[src/hdl/stpq_pkg.sv]
// Shared types and constants for the stable time priority queue.
package stpq_pkg;

    // Field widths of the stream words and the default capacity.
    localparam int TIME_W           = 48;
    localparam int TAG_W            = 16;
    localparam int OCC_OUT_W        = 5;
    localparam int DEFAULT_CAPACITY = 16;

    // Operation codes carried in the input tuser.
    typedef enum logic {
        OP_PUSH = 1'b0,
        OP_POP  = 1'b1
    } op_t;

    // Result status codes carried in the output tuser.
    typedef enum logic [1:0] {
        ST_OK    = 2'd0,
        ST_UNSUB = 2'd1,
        ST_FULL  = 2'd2,
        ST_EMPTY = 2'd3
    } status_t;

    // Contents of one queue slot.
    typedef struct packed {
        logic              valid;
        logic [TIME_W-1:0] due;
        logic [TAG_W-1:0]  tag;
    } slot_t;

    // Command broadcast to every slot for one step.
    typedef struct packed {
        logic              push;
        logic              pop;
        logic [TIME_W-1:0] due;
        logic [TAG_W-1:0]  tag;
    } cmd_t;

endpackage

[src/hdl/stable_time_priority_queue.sv]
// Top level of the stable time priority queue: stream ports, sorted chain, result register.
// Bounded queue of timed actions kept sorted by due time in a chain of CAPACITY slot
// registers; entries with equal time leave in arrival order. Each input word is a push
// (tuser 0) or a pop (tuser 1) and yields exactly one result word, which is valid on the
// result port after the input word is taken and registered: the word sits in the input
// register while the slot compare and shift logic works on it, and the outcome is loaded
// into the result register when that is free or draining. A new word can be taken every
// cycle; the whole chain compares against the pushed time in parallel, so throughput is
// one word per clock as long as the result side keeps up. Pop on empty, push when full and
// unsubscribed pushes leave the queue unchanged and are reported in the result tuser.
module stable_time_priority_queue
    import stpq_pkg::*;
#(
    parameter int CAPACITY = DEFAULT_CAPACITY
)
(
    input  logic         aclk,
    input  logic         aresetn,
    input  logic         s_tvalid,
    output logic         s_tready,
    // event_time[47:0], payload_tag[63:48], subscribed[64], zero fill[71:65]
    input  logic [71:0]  s_tdata,
    // op[0]
    input  logic         s_tuser,
    output logic         m_tvalid,
    input  logic         m_tready,
    // popped_time[47:0], popped_tag[63:48], head_valid[64], head_time[112:65],
    // head_tag[128:113], occupancy[133:129], recursion_allowed[134], zero fill[135]
    output logic [135:0] m_tdata,
    // status[1:0]
    output logic [1:0]   m_tuser
);

    localparam int OCC_W = $clog2(CAPACITY + 1);

    // Input register.
    logic              in_valid_reg;
    logic              in_op_reg;
    logic [TIME_W-1:0] in_due_reg;
    logic [TAG_W-1:0]  in_tag_reg;
    logic              in_sub_reg;

    // Result register.
    logic                 out_valid_reg;
    status_t              out_status_reg;
    logic [TIME_W-1:0]    out_ptime_reg;
    logic [TAG_W-1:0]     out_ptag_reg;
    logic                 out_hvalid_reg;
    logic [TIME_W-1:0]    out_htime_reg;
    logic [TAG_W-1:0]     out_htag_reg;
    logic [OCC_OUT_W-1:0] out_occ_reg;
    logic                 out_rec_reg;

    // Queue bookkeeping.
    logic [OCC_W-1:0] occ_reg;
    logic [OCC_W-1:0] occ_next;
    logic             rec_reg;
    logic             rec_next;

    logic    advance;
    logic    full;
    logic    empty;
    cmd_t    cmd;
    status_t status;
    logic [OCC_W+OCC_OUT_W-1:0] occ_ext;

    slot_t slot_q [CAPACITY];
    slot_t slot_d [CAPACITY];
    logic  le     [CAPACITY];

    // Handshake: the current word moves on when the result register is free or draining.
    assign advance  = in_valid_reg && (!out_valid_reg || m_tready);
    assign s_tready = !in_valid_reg || advance;
    assign full     = (occ_reg == OCC_W'(CAPACITY));
    assign empty    = (occ_reg == '0);

    // Decode the step and its status.
    always_comb begin
        cmd.push = 1'b0;
        cmd.pop  = 1'b0;
        cmd.due  = in_due_reg;
        cmd.tag  = in_tag_reg;
        status   = ST_OK;
        if (in_op_reg == OP_PUSH) begin
            if (!in_sub_reg) begin
                status = ST_UNSUB;
            end else if (full) begin
                status = ST_FULL;
            end else begin
                cmd.push = advance;
            end
        end else begin
            if (empty) begin
                status = ST_EMPTY;
            end else begin
                cmd.pop = advance;
            end
        end
    end

    // Occupancy and recursion flag after the step.
    always_comb begin
        occ_next = occ_reg;
        rec_next = rec_reg;
        if (cmd.push) begin
            occ_next = occ_reg + OCC_W'(1);
            rec_next = 1'b0;
        end else if (cmd.pop) begin
            occ_next = occ_reg - OCC_W'(1);
            if (occ_reg == OCC_W'(1)) begin
                rec_next = 1'b1;
            end
        end
    end

    assign occ_ext = {{OCC_OUT_W{1'b0}}, occ_next};

    // Sorted chain of slots; slot 0 is the head.
    for (genvar i = 0; i < CAPACITY; i++) begin : g_cell
        slot_t prev_slot;
        logic  prev_le;
        slot_t next_slot;

        if (i == 0) begin : g_first
            assign prev_slot = '{valid: 1'b1, due: '0, tag: '0};
            assign prev_le   = 1'b1;
        end else begin : g_mid
            assign prev_slot = slot_q[i-1];
            assign prev_le   = le[i-1];
        end

        if (i == CAPACITY - 1) begin : g_last
            assign next_slot = '{valid: 1'b0, due: '0, tag: '0};
        end else begin : g_inner
            assign next_slot = slot_q[i+1];
        end

        stpq_cell u_cell (
            .aclk      (aclk),
            .aresetn   (aresetn),
            .cmd       (cmd),
            .prev_slot (prev_slot),
            .prev_le   (prev_le),
            .next_slot (next_slot),
            .slot      (slot_q[i]),
            .slot_next (slot_d[i]),
            .le        (le[i])
        );
    end

    // Input register control.
    always_ff @(posedge aclk) begin
        if (!aresetn) begin
            in_valid_reg <= 1'b0;
        end else if (s_tready) begin
            in_valid_reg <= s_tvalid;
        end
    end

    always_ff @(posedge aclk) begin
        if (s_tready && s_tvalid) begin
            in_op_reg  <= s_tuser;
            in_due_reg <= s_tdata[TIME_W-1:0];
            in_tag_reg <= s_tdata[TIME_W+TAG_W-1:TIME_W];
            in_sub_reg <= s_tdata[TIME_W+TAG_W];
        end
    end

    // Queue bookkeeping registers.
    always_ff @(posedge aclk) begin
        if (!aresetn) begin
            occ_reg <= '0;
            rec_reg <= 1'b0;
        end else begin
            occ_reg <= occ_next;
            rec_reg <= rec_next;
        end
    end

    // Result register control.
    always_ff @(posedge aclk) begin
        if (!aresetn) begin
            out_valid_reg <= 1'b0;
        end else if (advance) begin
            out_valid_reg <= 1'b1;
        end else if (m_tready) begin
            out_valid_reg <= 1'b0;
        end
    end

    // Result payload: popped entry, new head and counts.
    always_ff @(posedge aclk) begin
        if (advance) begin
            out_status_reg <= status;
            out_ptime_reg  <= cmd.pop ? slot_q[0].due : '0;
            out_ptag_reg   <= cmd.pop ? slot_q[0].tag : '0;
            out_hvalid_reg <= slot_d[0].valid;
            out_htime_reg  <= slot_d[0].valid ? slot_d[0].due : '0;
            out_htag_reg   <= slot_d[0].valid ? slot_d[0].tag : '0;
            out_occ_reg    <= occ_ext[OCC_OUT_W-1:0];
            out_rec_reg    <= rec_next;
        end
    end

    assign m_tvalid = out_valid_reg;
    assign m_tuser  = out_status_reg;
    assign m_tdata  = {1'b0, out_rec_reg, out_occ_reg, out_htag_reg, out_htime_reg,
                       out_hvalid_reg, out_ptag_reg, out_ptime_reg};

`ifndef SYNTHESIS
    // The fill count never exceeds the chain length.
    a_occ_bound: assert property (@(posedge aclk) disable iff (!aresetn)
        occ_reg <= OCC_W'(CAPACITY))
        else $error("occupancy above capacity");

    // The head slot is valid exactly when the count is nonzero.
    a_head_count: assert property (@(posedge aclk) disable iff (!aresetn)
        slot_q[0].valid == (occ_reg != '0))
        else $error("head slot valid disagrees with occupancy");

    // A reported pop on empty leaves an empty queue behind.
    a_empty_pop: assert property (@(posedge aclk) disable iff (!aresetn)
        (out_valid_reg && (out_status_reg == ST_EMPTY)) |->
        (!out_hvalid_reg && (out_occ_reg == '0)))
        else $error("pop on empty reported with entries present");
`endif

endmodule

[src/hdl/stpq_cell.sv]
// One slot of the sorted register chain: compare, hold, insert or shift.
module stpq_cell
    import stpq_pkg::*;
(
    input  logic  aclk,
    input  logic  aresetn,
    input  cmd_t  cmd,
    input  slot_t prev_slot,
    input  logic  prev_le,
    input  slot_t next_slot,
    output slot_t slot,
    output slot_t slot_next,
    output logic  le
);

    slot_t slot_reg;

    // This slot holds an entry due no later than the pushed one.
    assign le   = slot_reg.valid && (slot_reg.due <= cmd.due);
    assign slot = slot_reg;

    // Keep, take the new entry, take from the left on push, or from the right on pop.
    always_comb begin
        slot_next = slot_reg;
        if (cmd.push) begin
            if (le) begin
                slot_next = slot_reg;
            end else if (prev_le) begin
                slot_next.valid = 1'b1;
                slot_next.due   = cmd.due;
                slot_next.tag   = cmd.tag;
            end else begin
                slot_next.valid = slot_reg.valid | prev_slot.valid;
                slot_next.due   = prev_slot.due;
                slot_next.tag   = prev_slot.tag;
            end
        end else if (cmd.pop) begin
            slot_next = next_slot;
        end
    end

    // Valid bit is control state; time and tag need no reset.
    always_ff @(posedge aclk) begin
        if (!aresetn) begin
            slot_reg.valid <= 1'b0;
        end else begin
            slot_reg.valid <= slot_next.valid;
        end
        slot_reg.due <= slot_next.due;
        slot_reg.tag <= slot_next.tag;
    end

endmodule

[config.mk]
export PLATFORM = sky130hd
export DESIGN_NAME = stable_time_priority_queue
export DESIGN_NICKNAME = d
export VERILOG_FILES = /design/src/hdl/stpq_pkg.sv /design/src/hdl/stable_time_priority_queue.sv /design/src/hdl/stpq_cell.sv
export SDC_FILE = /design/constraint.sdc
export NUM_CORES = 2
export LEC_CHECK = 0
export BUFFER_PORTS_ARGS = -buffer_cell sky130_fd_sc_hd__buf_2
export CAP_MARGIN = 20
export CORE_MARGIN = 4
export CORE_UTILIZATION = 60
export DETAILED_ROUTE_END_ITERATION = 8
export PLACE_DENSITY = 0.77
export SLEW_MARGIN = 40
export SYNTH_ARGS = -nofsm -noshare
export SYNTH_HDL_FRONTEND = slang
export SYNTH_SLANG_ARGS = --single-unit
[constraint.sdc]
create_clock -name aclk -period 34.7 [get_ports aclk]
set_clock_uncertainty 0.1 [all_clocks]
set_input_delay 5.205 -clock aclk [delete_from_list [all_inputs] [get_ports aclk]]
set_output_delay 5.205 -clock aclk [all_outputs]
set_load 0.01 [all_outputs]
==> results by group <==
Status
  • Status: completed

Logic synthesis
  • Synth top area cells: edfxtp_1 46%, ha_1 13%, o211ai_1 5.2%
  • Post-synth EDFFs: between 1,000 and 1,500
  • Top cells by count, synth: 1,163 x edfxtp_1, 1,058 x nand2_1, 771 x ha_1
  • Unique masters post-synth: 73
  • Synthesis Warnings: 0
  • Most common cell in the netlist: edfxtp_1
  • Top_reg_cell synth: edfxtp_1
  • Part of the Yosys area used for sequential elements: 0.478
  • Synth top area share: 0.455
  • #FFs+latches synth: 1,251
  • Fraction of registers with async set or reset after synthesis: 0
  • Cell count after synthesis: 7,462
  • Mapped Nets: 8,310
  • Area leader, netlist: edfxtp_1
  • Synthesized area: 76,700 µm²
  • Avg Inst Size Synth: 10.3 µm²

Timing
  • Slew HR: 0.335
  • Final setup TNS: 0 ns
  • RSZ-0062 raised after global routing: no
  • Clock period minus worst slack: ~11 ns
  • Tcrit/Tclk final: 0.323
  • F_max: 89.2 MHz
  • Setup violators final: 0
  • Hold_ws: between 0.4 and 0.5 ns
  • Fin. Hold Viols: 0
  • Final Max Tran Viols: 0
  • Worst Tran Pin Value: 0.989 ns

Hold path
  • Hold Path Stages: 1
  • Min-delay src: g_cell[0].u_cell.slot[9]$_DFF_P_
  • Hold Crit Class: flop to flop
  • Worst Hold Path EP: g_cell[0].u_cell.slot[9]$_DFF_P_

Floorplan
  • Rows: 130
  • Die area: 134,000 µm²
  • Die X: 365 µm
  • Core area: about 130,000 µm²
  • Starting Density: 0.607
  • Die height: 365 µm
  • # IOs: 217

Drt
  • Vias: 64,800
  • Initial drt markers: around 9,000
  • Drt wl/cell: 27.2 µm
  • Vias per cell: 7.09
  • Drt total wl: 248,000 µm
  • 1st-pass router iterations: 6
  • DRC: 0
  • Remaining antenna violation count: 0

Critical path
  • Reg2reg end: g_cell[4].u_cell.slot[34]$_DFFE_PP_
  • CP required: 29.40 ns
  • Crit path max-delay family: simple AND/OR/NAND/NOR gates
  • Slowest-stage cell, CP: nor2b_1
  • CP startpoint kind: input port
  • Reg2reg start: in_due_reg[47]$_DFFE_PP_
  • Worst EP arrival: 5.91 ns
  • R2R setup slack: 28.03 ns
  • Max FO, Critical Path: 4
  • CP most frequent cell: buf_2
  • WP buf/inv: 2
  • Crit-path max cell delay: roughly 0.32 ns
  • Worst path cell trace: buf_2 -> nor2b_1 -> nand2_1 -> buf_2
  • Worst setup path class: input port to output port
  • CP endpoint kind: output port
  • R2R depth: 12

Clock network
  • Setup bufs post-CTS: 0
  • Post-CTS sizing: 0
  • Clock tree buffer depth: 3
  • Clock Sinks: 1,251
  • Htree depth: 4
  • Clk_lat worst skew: around 0.80 ns
  • Hold_buf cts: 0
  • CTS tree: yes
  • Number of buffers created by CTS: 145
  • Clk root buf: clkbuf_16
  • CTS clk-pin slew, worst paths: 0.06 ns

Cells and area
  • Fraction of layout instances using a drive strength above 1: 0.0891
  • Max reg flops: around 1,000
  • # nets final: around 8,000
  • Area delta synth->final: 9.09%

Power and ir drop
  • P_leak: 31.7 nW
  • Pwr Density: 45.1 nW/µm²
  • Peak supply drop: 0.0537 mV

Placement
  • DP HPWL: 166,000 µm
  • GP Congestion: 0.967
  • IO Port Bufs: ~210

GRT
  • Overflow after GRT: 0
  • Vias in the first global route: roughly 62,000
  • GRT Total Usage: 0.364
  • First-pass GRT wire length: roughly 370,000 µm
  • Largest net degree at the start of global routing: 199
  • Initial antenna violation count: 8

Flow run
  • Max-Cap Viols: 0
power by group:
part	internal [mW]	switching (mW)
logic	0.156	0.291
clock network	0.856	0.669
registers	1.72	0.0737
total	2.74	1.03
logic make-up (layout without fill, tap and decap cells):
group / after synthesis / in the layout / share of synthesized area
fa+ha+maj: 771 / 771 / 0.126
xor+xnor: 3 / 3 / 0.000343
flops: 1251 / 1251 / 0.478
simple gates: 2626 / 2626 / 0.158
buf+inv: 657 / 677 / 0.0368
mux: 212 / 212 / 0.0280
other cells: 1 / 5 / 0.0000489
compound gates: 1941 / 1941 / 0.173
stage by stage:
step                cell area [µm²]  setup WS, ns  total power, mW  utilization  std cells
floorplan                     76700         15.59             2.10            -       7462
global placement              78500         23.54             2.23        0.622       8855
detailed placement            78900         23.48             2.26        0.625       8864
CTS                           83500         23.48             3.76        0.661       9128
global route                  83600         23.38             3.89        0.663       9132
finish                        83600         23.49             3.77        0.663       9136
cells in the final DEF (no fill, tap or decap), drive strengths merged, types with 160 or more instances in the layout:
cell type  netlist  final
o21ai          379    379
nand4          160    160
nand3          657    657
mux2i          194    194
ha             771    771
nand2         1058   1058
o211ai         531    531
a21oi          501    501
o221a          171    171
clkbuf         410    197
buf            156    321
edfxtp        1163   1163
nor2           342    342
per-layer routing:
layer  vias to the layer above  routed length, µm  part of all wire  GRT usage
met5                         -                 67           0.00027          0
met4                        10              15300             0.062      0.202
met3                       726              30300              0.12     0.0927
met2                      4394             108000              0.43      0.539
met1                     31100              95000              0.38      0.489
li1                      28500                  -                 -          -
layout make-up:
type                    count  area [µm²]
clock buffers             196        3930
flip-flops and latches   1251       36700
multi-input cells        5554       37700
repair buffers            322        2220
fillers                  9657       42600
diodes                      4        10.0
clock inverters            68         689
well taps                1650        2060
inverters                  91         342
how the worst max path moves through the flow:
stage,startpoint,end,slack [ns],cells after the start
finish,m_tready,s_tready,23.49,4
global route,m_tready,s_tready,23.38,4
CTS,m_tready,s_tready,23.48,4
detailed placement,m_tready,s_tready,23.48,4
global placement,m_tready,s_tready,23.54,4
floorplan,m_tready,g_cell[15].u_cell.slot[0]$_SDFFCE_PN0P_,15.59,7
Power figures use the tool's default switching activity.
